===== src/hdl/recursive_mutex_with_fifo_handoff_macros.svh =====
// Assertion macros shared by the mutex unit modules.
`ifndef RECURSIVE_MUTEX_WITH_FIFO_HANDOFF_MACROS_SVH
`define RECURSIVE_MUTEX_WITH_FIFO_HANDOFF_MACROS_SVH

// Same-cycle implication, disabled during reset.
`define RMWF_ASSERT_NOW(lbl, clk_s, rst_s, ante, cons) \
  lbl: assert property (@(posedge clk_s) disable iff (rst_s) (ante) |-> (cons)) \
    else $error("rmwf check failed");

// Next-cycle implication, disabled during reset.
`define RMWF_ASSERT_NEXT(lbl, clk_s, rst_s, ante, cons) \
  lbl: assert property (@(posedge clk_s) disable iff (rst_s) (ante) |=> (cons)) \
    else $error("rmwf check failed");

`endif


===== src/hdl/rmwf_pkg.sv =====
// Types, codes and default sizes for the mutex unit.
package rmwf_pkg;

  localparam int unsigned DEF_MAX_WAITERS    = 16;
  localparam int unsigned DEF_THREAD_ID_BITS = 8;
  localparam int unsigned DEF_COUNT_BITS     = 16;

  localparam int unsigned APB_ADDR_W = 3;
  localparam int unsigned APB_DATA_W = 32;

  // request kinds
  localparam logic [1:0] FUNC_LOCK     = 2'd0;
  localparam logic [1:0] FUNC_TRY_LOCK = 2'd1;
  localparam logic [1:0] FUNC_UNLOCK   = 2'd2;

  // result status codes
  localparam logic [2:0] ST_OK        = 3'd0;
  localparam logic [2:0] ST_BLOCKED   = 3'd1;
  localparam logic [2:0] ST_REFUSED   = 3'd2;
  localparam logic [2:0] ST_NOT_OWNER = 3'd3;
  localparam logic [2:0] ST_FULL      = 3'd4;

  // register word index (paddr[2])
  localparam logic REG_RECURSIVE_MODE = 1'b0;

  typedef struct packed {
    logic [1:0] func;
    logic [7:0] thread_id;
  } req_t;

  typedef struct packed {
    logic [2:0]  status;
    logic        owner_valid;
    logic [7:0]  owner_thread;
    logic [15:0] hold_count;
    logic        wake_valid;
    logic [7:0]  wake_thread;
  } rsp_t;

  // controller to datapath
  typedef struct packed {
    logic load;  // capture request, start head read
    logic exec;  // apply request, register result
  } rmwf_cmd_t;

endpackage


===== src/hdl/rmwf_ctrl.sv =====
// Sequencer for the mutex unit: accept, execute, report.
`include "recursive_mutex_with_fifo_handoff_macros.svh"

module rmwf_ctrl
  import rmwf_pkg::*;
(
  input  logic      clk,
  input  logic      rst,
  input  logic      start,
  output logic      busy,
  output logic      done,
  output rmwf_cmd_t cmd
);

  typedef enum logic {
    S_IDLE,
    S_EXEC
  } state_t;

  state_t state;

  always_comb begin
    cmd.load = start && !busy;
    cmd.exec = (state == S_EXEC);
  end

  always_ff @(posedge clk) begin
    if (rst) begin
      state <= S_IDLE;
      busy  <= 1'b0;
      done  <= 1'b0;
    end else begin
      case (state)
        S_IDLE: begin
          done <= 1'b0;
          if (start) begin
            state <= S_EXEC;
            busy  <= 1'b1;
          end
        end
        S_EXEC: begin
          state <= S_IDLE;
          busy  <= 1'b0;
          done  <= 1'b1;
        end
        default: begin
          state <= S_IDLE;
          busy  <= 1'b0;
          done  <= 1'b0;
        end
      endcase
    end
  end

  `RMWF_ASSERT_NOW(a_busy_in_exec, clk, rst, state == S_EXEC, busy)
  `RMWF_ASSERT_NEXT(a_load_to_exec, clk, rst, cmd.load, state == S_EXEC)
  `RMWF_ASSERT_NEXT(a_exec_to_done, clk, rst, cmd.exec, done && !busy)

endmodule


===== src/hdl/rmwf_dp.sv =====
// Mutex state, wait queue memory and result register.
`include "recursive_mutex_with_fifo_handoff_macros.svh"

module rmwf_dp
  import rmwf_pkg::*;
#(
  parameter int unsigned MAX_WAITERS    = DEF_MAX_WAITERS,
  parameter int unsigned THREAD_ID_BITS = DEF_THREAD_ID_BITS,
  parameter int unsigned COUNT_BITS     = DEF_COUNT_BITS
) (
  input  logic      clk,
  input  logic      rst,
  input  rmwf_cmd_t cmd,
  input  req_t      req,
  input  logic      recursive_mode,
  output rsp_t      result
);

  localparam int unsigned PTR_W  = (MAX_WAITERS > 1) ? $clog2(MAX_WAITERS) : 1;
  localparam int unsigned FILL_W = $clog2(MAX_WAITERS + 1);
  localparam logic [PTR_W-1:0]      LAST_SLOT = PTR_W'(MAX_WAITERS - 1);
  localparam logic [FILL_W-1:0]     FULL_FILL = FILL_W'(MAX_WAITERS);
  localparam logic [COUNT_BITS-1:0] COUNT_MAX = {COUNT_BITS{1'b1}};
  localparam logic [COUNT_BITS-1:0] COUNT_ONE = COUNT_BITS'(1);

  // captured request
  logic [1:0]                func;
  logic [THREAD_ID_BITS-1:0] tid;

  // mutex state
  logic                      held, held_next;
  logic [THREAD_ID_BITS-1:0] owner, owner_next;
  logic [COUNT_BITS-1:0]     count, count_next;
  logic [PTR_W-1:0]          head, head_next;
  logic [PTR_W-1:0]          tail, tail_next;
  logic [FILL_W-1:0]         fill, fill_next;

  // wait queue
  logic [THREAD_ID_BITS-1:0] wait_mem [MAX_WAITERS];
  logic [THREAD_ID_BITS-1:0] head_id;
  logic                      enq;

  logic [2:0]            status;
  logic                  wake;
  logic [COUNT_BITS-1:0] cnt_dec;

  always_comb begin
    held_next  = held;
    owner_next = owner;
    count_next = count;
    head_next  = head;
    tail_next  = tail;
    fill_next  = fill;
    status     = ST_OK;
    wake       = 1'b0;
    enq        = 1'b0;
    cnt_dec    = (count != '0) ? count - COUNT_ONE : count;
    case (func)
      FUNC_LOCK: begin
        if (!held) begin
          held_next  = 1'b1;
          owner_next = tid;
          count_next = COUNT_ONE;
        end else if (owner == tid) begin
          if (recursive_mode && (count != COUNT_MAX)) begin
            count_next = count + COUNT_ONE;
          end
        end else if (fill == FULL_FILL) begin
          status = ST_FULL;
        end else begin
          enq       = 1'b1;
          tail_next = (tail == LAST_SLOT) ? '0 : tail + PTR_W'(1);
          fill_next = fill + FILL_W'(1);
          status    = ST_BLOCKED;
        end
      end
      FUNC_TRY_LOCK: begin
        if (!held) begin
          held_next  = 1'b1;
          owner_next = tid;
          count_next = COUNT_ONE;
        end else begin
          status = ST_REFUSED;
        end
      end
      FUNC_UNLOCK: begin
        if (!held || (owner != tid)) begin
          status = ST_NOT_OWNER;
        end else begin
          count_next = cnt_dec;
          if (!(recursive_mode && (cnt_dec != '0))) begin
            if (fill == '0) begin
              held_next  = 1'b0;
              owner_next = '0;
              count_next = '0;
            end else begin
              wake       = 1'b1;
              owner_next = head_id;
              count_next = COUNT_ONE;
              head_next  = (head == LAST_SLOT) ? '0 : head + PTR_W'(1);
              fill_next  = fill - FILL_W'(1);
            end
          end
        end
      end
      default: begin
        status = ST_OK;  // unused code: no effect
      end
    endcase
  end

  // request capture
  always_ff @(posedge clk) begin
    if (cmd.load) begin
      func <= req.func;
      tid  <= THREAD_ID_BITS'(req.thread_id);
    end
  end

  // queue memory: head read is registered every cycle, so it is ready in exec
  always_ff @(posedge clk) begin
    head_id <= wait_mem[head];
    if (cmd.exec && enq) begin
      wait_mem[tail] <= tid;
    end
  end

  always_ff @(posedge clk) begin
    if (rst) begin
      held  <= 1'b0;
      owner <= '0;
      count <= '0;
      head  <= '0;
      tail  <= '0;
      fill  <= '0;
    end else if (cmd.exec) begin
      held  <= held_next;
      owner <= owner_next;
      count <= count_next;
      head  <= head_next;
      tail  <= tail_next;
      fill  <= fill_next;
    end
  end

  always_ff @(posedge clk) begin
    if (cmd.exec) begin
      result.status       <= status;
      result.owner_valid  <= held_next;
      result.owner_thread <= held_next ? 8'(owner_next) : 8'd0;
      result.hold_count   <= held_next ? 16'(count_next) : 16'd0;
      result.wake_valid   <= wake;
      result.wake_thread  <= wake ? 8'(head_id) : 8'd0;
    end
  end

  `RMWF_ASSERT_NOW(a_fill_bound, clk, rst, 1'b1, fill <= FULL_FILL)
  `RMWF_ASSERT_NOW(a_waiters_need_owner, clk, rst, fill != '0, held)
  `RMWF_ASSERT_NOW(a_free_is_clean, clk, rst, !held, (owner == '0) && (count == '0))

endmodule


===== src/hdl/recursive_mutex_with_fifo_handoff.sv =====
// Top level of the recursive mutex unit with FIFO wait-queue handoff.
//
//  channel   handshake                       payload
//  --------  ------------------------------  --------------------------------
//  request   start high, busy low            req    (func, thread_id)
//  result    done high for one cycle         result (status, owner, count, wake)
//  config    psel & penable & pwrite          pwdata[0] -> recursive_mode
//
//  A transaction is accepted, then executed; done rises the cycle after
//  execute, which is also the next cycle a request can be accepted.
//  The separate execute step comes from the registered read of the wait-queue head.
//  Synchronous active-high rst frees the mutex, empties the queue and clears
//  recursive_mode; queue memory contents are not cleared.
//  The receiver has no stall; each result is valid only in its done cycle.
module recursive_mutex_with_fifo_handoff
  import rmwf_pkg::*;
#(
  parameter int unsigned MAX_WAITERS    = DEF_MAX_WAITERS,
  parameter int unsigned THREAD_ID_BITS = DEF_THREAD_ID_BITS,
  parameter int unsigned COUNT_BITS     = DEF_COUNT_BITS
) (
  input  logic                  clk,
  input  logic                  rst,
  // request / result
  input  logic                  start,
  output logic                  busy,
  input  req_t                  req,
  output logic                  done,
  output rsp_t                  result,
  // configuration
  input  logic                  psel,
  input  logic                  penable,
  input  logic                  pwrite,
  input  logic [APB_ADDR_W-1:0] paddr,
  input  logic [APB_DATA_W-1:0] pwdata,
  output logic [APB_DATA_W-1:0] prdata,
  output logic                  pready
);

  rmwf_cmd_t cmd;
  logic      recursive_mode;

  // Register file: one bit at word 0; other words read zero and ignore writes.
  assign pready = 1'b1;
  assign prdata = (paddr[2] == REG_RECURSIVE_MODE) ?
                  APB_DATA_W'(recursive_mode) : '0;

  always_ff @(posedge clk) begin
    if (rst) begin
      recursive_mode <= 1'b0;
    end else if (psel && penable && pwrite && pready &&
                 (paddr[2] == REG_RECURSIVE_MODE)) begin
      recursive_mode <= pwdata[0];
    end
  end

  // Sequencer: busy covers the execute cycle; done marks the result cycle.
  rmwf_ctrl u_ctrl (
    .clk   (clk),
    .rst   (rst),
    .start (start),
    .busy  (busy),
    .done  (done),
    .cmd   (cmd)
  );

  // Owner, hold count, wait queue and the result register.
  rmwf_dp #(
    .MAX_WAITERS    (MAX_WAITERS),
    .THREAD_ID_BITS (THREAD_ID_BITS),
    .COUNT_BITS     (COUNT_BITS)
  ) u_dp (
    .clk            (clk),
    .rst            (rst),
    .cmd            (cmd),
    .req            (req),
    .recursive_mode (recursive_mode),
    .result         (result)
  );

endmodule


===== config.mk =====
export PLATFORM = sky130hd
export DESIGN_NAME = recursive_mutex_with_fifo_handoff
export DESIGN_NICKNAME = d
export VERILOG_FILES = /design/src/hdl/rmwf_pkg.sv /design/src/hdl/rmwf_ctrl.sv /design/src/hdl/rmwf_dp.sv /design/src/hdl/recursive_mutex_with_fifo_handoff.sv
export VERILOG_INCLUDE_DIRS = /design/src /design/src/hdl
export SDC_FILE = /design/constraint.sdc
export NUM_CORES = 1
export LEC_CHECK = 0
export ABC_AREA = 1
export BUFFER_PORTS_ARGS = -buffer_cell sky130_fd_sc_hd__clkbuf_2
export CORE_MARGIN = 5
export CORE_UTILIZATION = 53
export DETAILED_ROUTE_END_ITERATION = 6
export PLACE_DENSITY = 0.81
export SYNTH_ARGS = -nofsm -noshare
export SYNTH_HDL_FRONTEND = slang
export SYNTH_SLANG_ARGS = --single-unit

===== constraint.sdc =====
create_clock -name clk -period 2.5 [get_ports clk]
set_input_delay 0.375 -clock clk [delete_from_list [all_inputs] [get_ports clk]]
set_output_delay 0.375 -clock clk [all_outputs]
set_load 0.05 [all_outputs]

==> flow_metrics.tcl, run 1 <==
set metrics [dict create \
    sw_frac_of_total 0.255 \
    yosysWarnings 0 \
    pwr-share-seq 0.492 \
    grt_pass1_wl_um 44400 \
    synth_cells 1137 \
    io_buffer_count 57 \
    worstSetupPathType "reg -> reg" \
    final_common_cell "nand2_1" \
    timing_worst_slew_pin_value_ns 0.828 \
    hold_path_class "in -> reg" \
    powerDensity_nw_per_um2 640 \
    placed_area_um2 11700 \
    setup_viol 44 \
    viasPerCell 5.79 \
    core_um2 20200 \
    num_rows 52 \
    hold_violations 0 \
    cpMostUsedCell "nand2_1" \
    clock-sinks 225 \
    syn_avg_cell_area_um2 9.56 \
    nets 1322 \
    outcome "finished with violations" \
    path_cells "buf_4, nor2_1, nand2_1, nor2_4, nand2_2, nand2_1, nand2_1, nand2_1, nand2_1, nor2_2, nand3_2, nand2_4, nand2_4, nor2_4, buf_6, nand4_1, a21oi_2" \
    synthDistinctLibCells 47 \
    worstSetupStartpointType "flip-flop" \
    final_area_um2 13100 \
    wire_per_inst_um 18.8 \
    slew_viol_final 0 \
    cts_hold_buffers 0 \
    total_leakage_power_nw 5.14 \
    utilization 0.648 \
    p_clk_frac 0.399 \
    min_path_cells 1 \
    ant_nets 0 \
    cts_buffers 24 \
    critPathMaxFanout 5 \
    rr_worst_depth 17 \
    ys_seq_area_frac 0.575 \
    rsz0062_at_grt "true" \
    dpl.hpwl_um 18800 \
    fin_ws_ns -0.0974 \
    grtUsageMet2 0.365 \
    slew_headroom 0.446 \
    synth_seq_cells 225 \
    grt_use_met3 0.0353 \
    p_sw_mw 2.14 \
    overflow 0 \
    irDropWorstVdd_mv 0.534 \
    gr-max-usage-layer "met2" \
    die_h_um 153 \
    grt_max_degree 44 \
    cp_slowest_cell "dfxtp_1" \
    routed_wl_um 29100 \
    dieArea_um2 23500 \
    area_delta_synth_final_pct 20.6 \
    arrival_ns 3.04 \
    stdcell_count 1548 \
    grt_use_total 0.235 \
    dp.cells 1486 \
    dieWidth_um 153 \
    drc 0 \
    p_comb_frac 0.109 \
    mostFrequentLayoutCells "nand2_1 (214), edfxtp_1 (175), nor2_1 (128)" \
    synth_edf_count 175 \
    fmax_mhz 385 \
    synth_async_sr_flop_share 0 \
    slowest_delay_ns 0.33 \
    skew_ns 0.0155 \
    drive_above_1_share 0.242 \
    h-tree-depth 1 \
    violations "negative setup slack" \
    grt_use_met1 0.345 \
    clkSlewWorstSetupHoldPaths_ns 0.06 \
    fin_crit_sh 1.04 \
    min_period_ns 2.60 \
    worstPathRequired_ns 2.94 \
    clockBufferDepth 3 \
    grt_pass1_vias 8257 \
    synth-main-ff-cell "edfxtp_1" \
    first_iter_violations 1000 \
    intPower_mw 6.25 \
    place_congestion 0.941 \
    clkLatencyLatePin_ns 0.53 \
    initial_utilization 0.537 \
    cp-end-kind "flip-flop" \
    pin_count 123 \
    drt_pre_antenna_iters 6 \
    dp_slack_ns -0.103 \
    antenna_found_initial 0 \
    finalSetupTns_ns -2.13 \
    netlist_area_um2 10900 \
    tritoncts "yes" \
    vias 8961 \
    num_antenna_cells 0 \
    root_buffer "clkbuf_16" \
    drv_cap 0 \
]
[power by group through the flow]
stage                     sequential (mW)  clock (mW)  combinational (mW)
final                                4.13        3.35               0.911
after global routing                 4.13        3.56               0.974
after CTS                            4.13        3.38               0.810
after detailed placement             4.21           0               0.800
after global placement               4.21           0               0.785
after floorplan                      4.31           0               0.509
[state kept, by name, summed over array words and instances, names as in the netlist, 5 cells and up]
register / cells
u_dp.fill: 5
u_dp.count: 16
u_dp.owner: 8
u_dp.wait_mem: 128
u_dp.result: 37
u_dp.tid: 8
u_dp.head_id: 8
[worst paths after layout]
| check | startpoint | to | slack [ns] |
|---|---|---|---|
| worst min-delay path | req[8] | u_dp.func[0] | 0.03 |
| worst min register to register | u_dp.fill[3] | u_dp.fill[3] | 0.49 |
| worst max-delay path | u_dp.count[11] | u_dp.head[0] | -0.1 |
| worst max register to register | u_dp.count[11] | u_dp.head[0] | -0.1 |
[layer usage]
metal	up-vias	share of wire
met3	78	0.11
met2	537	0.45
li1	4126	-
met5	-	0
met4	0	0.028
met1	4220	0.40
[stage by stage]
stage | power (mW) | hold WS (ns)
6_report | 8.39 | 0.0310
5_1_grt | 8.67 | 0.0157
4_1_cts | 8.31 | 0.0190
3_5_place_dp | 5.01 | 0.480
3_3_place_gp | 4.99 | 0.474
2_1_floorplan | 4.82 | 0.457
[synthesized netlist by cell type, types with 2 or more instances]
master | instances | area share
nor2_4 | 8 | 0.0083
nand2_2 | 12 | 0.0069
inv_1 | 68 | 0.023
a22oi_1 | 8 | 0.0055
ha_1 | 10 | 0.012
nand2_4 | 2 | 0.0021
mux2i_1 | 11 | 0.010
nor3_1 | 7 | 0.0032
o22ai_1 | 15 | 0.0086
buf_2 | 11 | 0.0051
clkbuf_1 | 29 | 0.010
nor2_2 | 9 | 0.0052
dfxtp_1 | 50 | 0.092
nand3_2 | 2 | 0.0018
inv_2 | 6 | 0.0021
o221ai_1 | 11 | 0.0089
a31oi_1 | 7 | 0.0040
nor4_1 | 2 | 0.0012
xor2_1 | 13 | 0.010
a21oi_1 | 28 | 0.013
xnor2_1 | 6 | 0.0048
o211ai_1 | 10 | 0.0069
and2_1 | 3 | 0.0017
buf_4 | 32 | 0.022
buf_6 | 5 | 0.0052
nand3_1 | 87 | 0.040
buf_1 | 4 | 0.0014
nand2_1 | 237 | 0.082
edfxtp_1 | 175 | 0.48
o32ai_1 | 21 | 0.017
conb_1 | 2 | 0.00069
clkinv_1 | 2 | 0.00069
nand4_1 | 13 | 0.0075
o21ai_0 | 68 | 0.031
nor2_1 | 151 | 0.052
[area by class of cell]
cell class,instances,area (um^2)
clock inverter,13,109
multi-input combinational,786,4380
tap,270,338
clock buffer,31,637
timing repair buffer,147,1090
inverter,76,285
fill,1538,7130
sequential,225,6270
[what timing repair did]
item	CTS	global route
gates resized for setup	13	108
setup endpoints to repair	93	105
pin swaps	0	39
cloned	0	3
setup buffers	0	15
[logic make-up (layout without fill, tap and decap cells)]
logic type | count (synthesis) | count (layout) | share of synthesized area
compound gates | 174 | 174 | 0.0994
xor+xnor | 19 | 19 | 0.0153
fa+ha+maj | 11 | 11 | 0.0134
buf+inv | 157 | 267 | 0.0700
flops | 225 | 225 | 0.575
mux | 11 | 11 | 0.0101
other cells | 2 | 32 | 0.000691
simple gates | 538 | 539 | 0.216
[critical path, delay by kind of cell, from the launching register on]
family	cells	cell delay, ns
AO/OA/AOI/OAI	1	0.20
buffers and inverters	2	0.33
flip-flops	1	0.33
AND/OR/NAND/NOR	14	1.65
(Power assumes the default switching activity.)
==> inputs of run 2 (changes only) <==
CORE_UTILIZATION = 55   (was 53)
clock period = 2.89 ns   (was 2.5 ns; I/O delays follow)
==> flow_metrics.tcl, run 2 (same netlist as run 1, synthesis figures left out) <==
set metrics [dict create \
    hold_violations 0 \
    setup_viol 0 \
    root_buffer "clkbuf_16" \
    h-tree-depth 1 \
    drc 0 \
    mostFrequentLayoutCells "nand2_1 (237), edfxtp_1 (175), nor2_1 (150)" \
    grt_pass1_vias 7997 \
    min_period_ns 2.72 \
    largest_reg_flops 128 \
    top_regs "u_dp.wait_mem (128), u_dp.result (37), u_dp.count (16)" \
    drive_above_1_share 0.157 \
    grt_use_total 0.243 \
    ant_nets 0 \
    critPathMaxFanout 14 \
    total_leakage_power_nw 4.80 \
    critical_path_buf_inv_count 2 \
    hold_path_class "in -> reg" \
    path_cells "inv_1, ha_1, nand2_2, nor2_4, nand3_2, o21ai_0, nand3_1, nor2_1, nand3_2, nand2_4, nand4_1, nand2_1, inv_1, and2_1" \
    final_common_cell "nand2_1" \
    cts_buffers 24 \
    antenna_found_initial 0 \
    dp.cells 1467 \
    nets 1290 \
    placed_area_um2 11600 \
    vias 8596 \
    viasPerCell 5.69 \
    powerDensity_nw_per_um2 574 \
    clockBufferDepth 3 \
    finalSetupTns_ns 0 \
    slowest_delay_ns 0.31 \
    cp-end-kind "flip-flop" \
    dpl.hpwl_um 18600 \
    fin_crit_sh 0.940 \
    top_register "u_dp.wait_mem" \
    timing_worst_slew_pin_value_ns 0.888 \
    overflow 0 \
    routed_wl_um 27400 \
    dieArea_um2 22700 \
    final_area_um2 12400 \
    fillers 1519 \
    outcome "finished, final reports clean" \
    area_delta_synth_final_pct 13.6 \
    skew_ns 0.0228 \
    clkSlewWorstSetupHoldPaths_ns 0.06 \
    die_h_um 151 \
    worstSetupPathType "reg -> reg" \
    slew_viol_final 0 \
    num_antenna_cells 0 \
    power_mw 7.09 \
    worstSetupStartpointType "flip-flop" \
    multi_input_area_um2 3970 \
    regArea_um2 6260 \
    rsz0062_at_grt "false" \
    cp_top_family "simple AND/OR/NAND/NOR gates" \
    cts_hold_buffers 0 \
    worstPathRequired_ns 3.15 \
    arrival_ns 2.98 \
    tritoncts "yes" \
    num_rows 51 \
    drv_cap 0 \
    place_congestion 0.963 \
    first_iter_violations 898 \
    io_buffer_count 57 \
    utilization 0.635 \
    irDropWorstVdd_mv 0.491 \
    clock-sinks 225 \
    stdcell_count 1510 \
    fmax_mhz 368 \
    grt_pass1_wl_um 43000 \
    initial_utilization 0.559 \
    wire_per_inst_um 18.1 \
    pin_count 123 \
    grt_max_degree 68 \
    cts_resized 0 \
    cp_slowest_cell "dfxtp_1" \
    dieWidth_um 151 \
    cts_setup_buffers 0 \
    slew_headroom 0.406 \
    core_um2 19500 \
    drt_pre_antenna_iters 6 \
    clkLatencyLatePin_ns 0.52 \
]
## run 2: cell types whose count changed in the layout (fill, tap and decap cells not counted), moves of 9 or more
cell     change
buf_4       -21
nand2_4     -10
nand2_1     +23
nand3_2     -10
nor2_2      -13
nor2_4       -9
nand2_2     -12
nor2_1      +22
nand3_1     +13
## run 2: metrics by stage
step / hold slack (ns) / setup WS (ns)
finish: 0.108 / 0.175
global route: 0.0950 / 0.0106
CTS: 0.0957 / 0.187
detailed placement: 0.484 / 0.194
global placement: 0.474 / 0.233
floorplan: 0.457 / 0.155
## run 2: final timing paths
kind                     end     startpoint  cells past startpoint  slack [ns]
max          u_dp.result[11]  u_dp.count[1]                     14        0.17
min             u_dp.func[1]         req[9]                      1        0.11
max reg2reg  u_dp.result[11]  u_dp.count[1]                     14        0.17
min reg2reg     u_dp.fill[2]   u_dp.fill[2]                      2        0.49
## run 2: worst register-to-register path: stages, from the launching register on
cell and delay (ns):
dfxtp_1 0.31, inv_1 0.08, ha_1 0.21, nand2_2 0.15, nor2_4 0.15, nand3_2 0.26, o21ai_0 0.16, nand3_1 0.09
nor2_1 0.16, nand3_2 0.13, nand2_4 0.11, nand4_1 0.08, nand2_1 0.18, inv_1 0.20, and2_1 0.21
## run 2: routing by layer
metal | vias up | track usage | share of wire
met5 | - | 0 | 0
met4 | 0 | 0.0748 | 0.032
met3 | 56 | 0.0409 | 0.095
met2 | 432 | 0.379 | 0.45
met1 | 4052 | 0.350 | 0.42
li1 | 4056 | - | -
## run 2: cell type report
cell class | instances | share of cell area
inverter | 76 | 0.0231
multi-input combinational | 785 | 0.321
clock buffer | 29 | 0.0501
timing repair buffer | 116 | 0.0630
clock inverter | 14 | 0.00891
tap | 265 | 0.0268
sequential | 225 | 0.507
## run 2: report_power, final
group          total, mW  internal [mW]  switching (mW)  leakage (nW)
Sequential          3.57           3.54          0.0352          2.01
Combinational      0.682          0.167           0.515          2.44
Clock               2.84           1.62            1.22         0.353
==> inputs of run 3 (changes only) <==
clock period = 2.8 ns   (was 2.89 ns; I/O delays follow)
==> flow_metrics.tcl, run 3 (same netlist as run 1, synthesis figures left out) <==
set metrics [dict create \
    drt_pre_antenna_iters 5 \
    wire_per_inst_um 18.6 \
    fin_crit_sh 0.942 \
    largest_reg_flops 128 \
    place_congestion 0.952 \
    drv_cap 0 \
    worstPathRequired_ns 3.08 \
    dp_slack_ns 0.0801 \
    mostFrequentLayoutCells "nand2_1 (237), edfxtp_1 (175), nor2_1 (150)" \
    overflow 0 \
    worstSetupPathType "reg -> reg" \
    pin_count 123 \
    critPathMaxFanout 14 \
    antenna_found_initial 0 \
    grt_max_degree 68 \
    dieWidth_um 151 \
    core_um2 19500 \
    cp_num_cells 17 \
    skew_ns 0.0275 \
    min_path_cells 1 \
    worst_hold_slack_ns 0.0585 \
    clock-sinks 225 \
    hold_path_class "in -> reg" \
    arrival_ns 2.91 \
    worstSetupStartpointType "flip-flop" \
    die_h_um 151 \
    cpMostUsedCell "nand2_1" \
    hold_violations 0 \
    ant_nets 0 \
    clkLatencyLatePin_ns 0.54 \
    regArea_um2 6260 \
    viasPerCell 5.71 \
    cp_top_family "simple AND/OR/NAND/NOR gates" \
    startpoint "u_dp.count[5]" \
    dpl.hpwl_um 19000 \
    fillers 1541 \
    path_cells "nor2_2, nand2_1, nor2_4, nand2_1, nand2_1, nand2_1, nand2_1, nand2_1, nor2_2, nand3_2, nand2_4, nand2_2, buf_4, nand2_1, nand3_1, nand2_1, nor2_1" \
    num_antenna_cells 0 \
    timing_worst_slew_pin_value_ns 0.815 \
    fmax_mhz 379 \
    vias 8665 \
    fin_ws_ns 0.164 \
    first_iter_violations 870 \
    r2r-end "u_dp.result[23]" \
    slowest_delay_ns 0.39 \
    nets 1297 \
    tritoncts "yes" \
    r2r-start "u_dp.count[5]" \
    utilization 0.645 \
    slew_headroom 0.456 \
    cp-end-kind "flip-flop" \
    grt_use_total 0.250 \
    irDropWorstVdd_mv 0.415 \
    cts_buffers 24 \
    multi_input_area_um2 3980 \
    r2r_setup_slack_ns 0.16 \
    crit_end "u_dp.result[23]" \
    initial_utilization 0.559 \
    top_register "u_dp.wait_mem" \
    critical_path_buf_inv_count 1 \
    drive_above_1_share 0.168 \
    power_mw 7.83 \
    grt_pass1_wl_um 44200 \
    rr_worst_depth 17 \
    clkSlewWorstSetupHoldPaths_ns 0.06 \
    routed_wl_um 28200 \
    dieArea_um2 22700 \
    num_rows 51 \
    area_delta_synth_final_pct 15.5 \
    grt_pass1_vias 8256 \
    min_period_ns 2.64 \
    rsz0062_at_grt "false" \
    outcome "finished, final reports clean" \
    cp_slowest_cell "dfxtp_1" \
    slew_viol_final 0 \
    finalSetupTns_ns 0 \
    io_buffer_count 57 \
    root_buffer "clkbuf_16" \
    setup_viol 0 \
    final_common_cell "nand2_1" \
    total_leakage_power_nw 4.90 \
    powerDensity_nw_per_um2 624 \
    h-tree-depth 1 \
    top_regs "u_dp.wait_mem (128), u_dp.result (37), u_dp.count (16)" \
    clockBufferDepth 3 \
    drc 0 \
]
run 3: changes by cell type in the layout (fill, tap and decap cells not counted), sizes merged:
cell / before / now
buf: 59 / 66
clkbuf: 86 / 82
bufinv: 1 / 5
clkinvlp: 2 / 1
inv: 74 / 77
clkinv: 13 / 12
run 3: worst min-delay path by stage:
stage	slack, ns	to	from
floorplan	0.46	u_dp.fill[3]	u_dp.fill[3]
global placement	0.47	u_dp.head[3]	u_dp.head[3]
detailed placement	0.49	u_dp.fill[3]	u_dp.fill[3]
CTS	0.05	u_dp.func[0]	req[8]
global route	0.05	u_dp.func[0]	req[8]
finish	0.06	u_dp.func[0]	req[8]
run 3: what timing repair did:
action	CTS	global route
setup endpoints to repair	0	24
hold buffers	0	0
setup buffers	0	1
gates resized for setup	0	2
hold endpoints to repair	0	0
run 3: final cells by class:
cell class	count	share of cell area
clock buffer	25	0.0481
clock inverter	19	0.0209
inverter	76	0.0227
multi-input combinational	785	0.317
sequential	225	0.499
tap	265	0.0264
timing repair buffer	123	0.0662
run 3: layer usage:
layer / wire (um) / vias up / track usage
li1: - / 4074 / -
met1: 11600 / 4074 / 0.350
met2: 13100 / 454 / 0.398
met3: 2670 / 63 / 0.0449
met4: 845 / 0 / 0.0848
met5: 0 / - / 0
run 3: power breakdown:
part | switching (mW) | internal (mW) | total, mW
logic | 0.546 | 0.182 | 0.728
registers | 0.0336 | 3.65 | 3.68
clock network | 1.36 | 2.06 | 3.42
run 3: through the flow:
step | cell area, um^2 | cells
detailed placement | 11700 | 1473
CTS | 12500 | 1517
global route | 12600 | 1518
global placement | 11700 | 1473
floorplan | 11000 | 1167
finish | 12600 | 1518
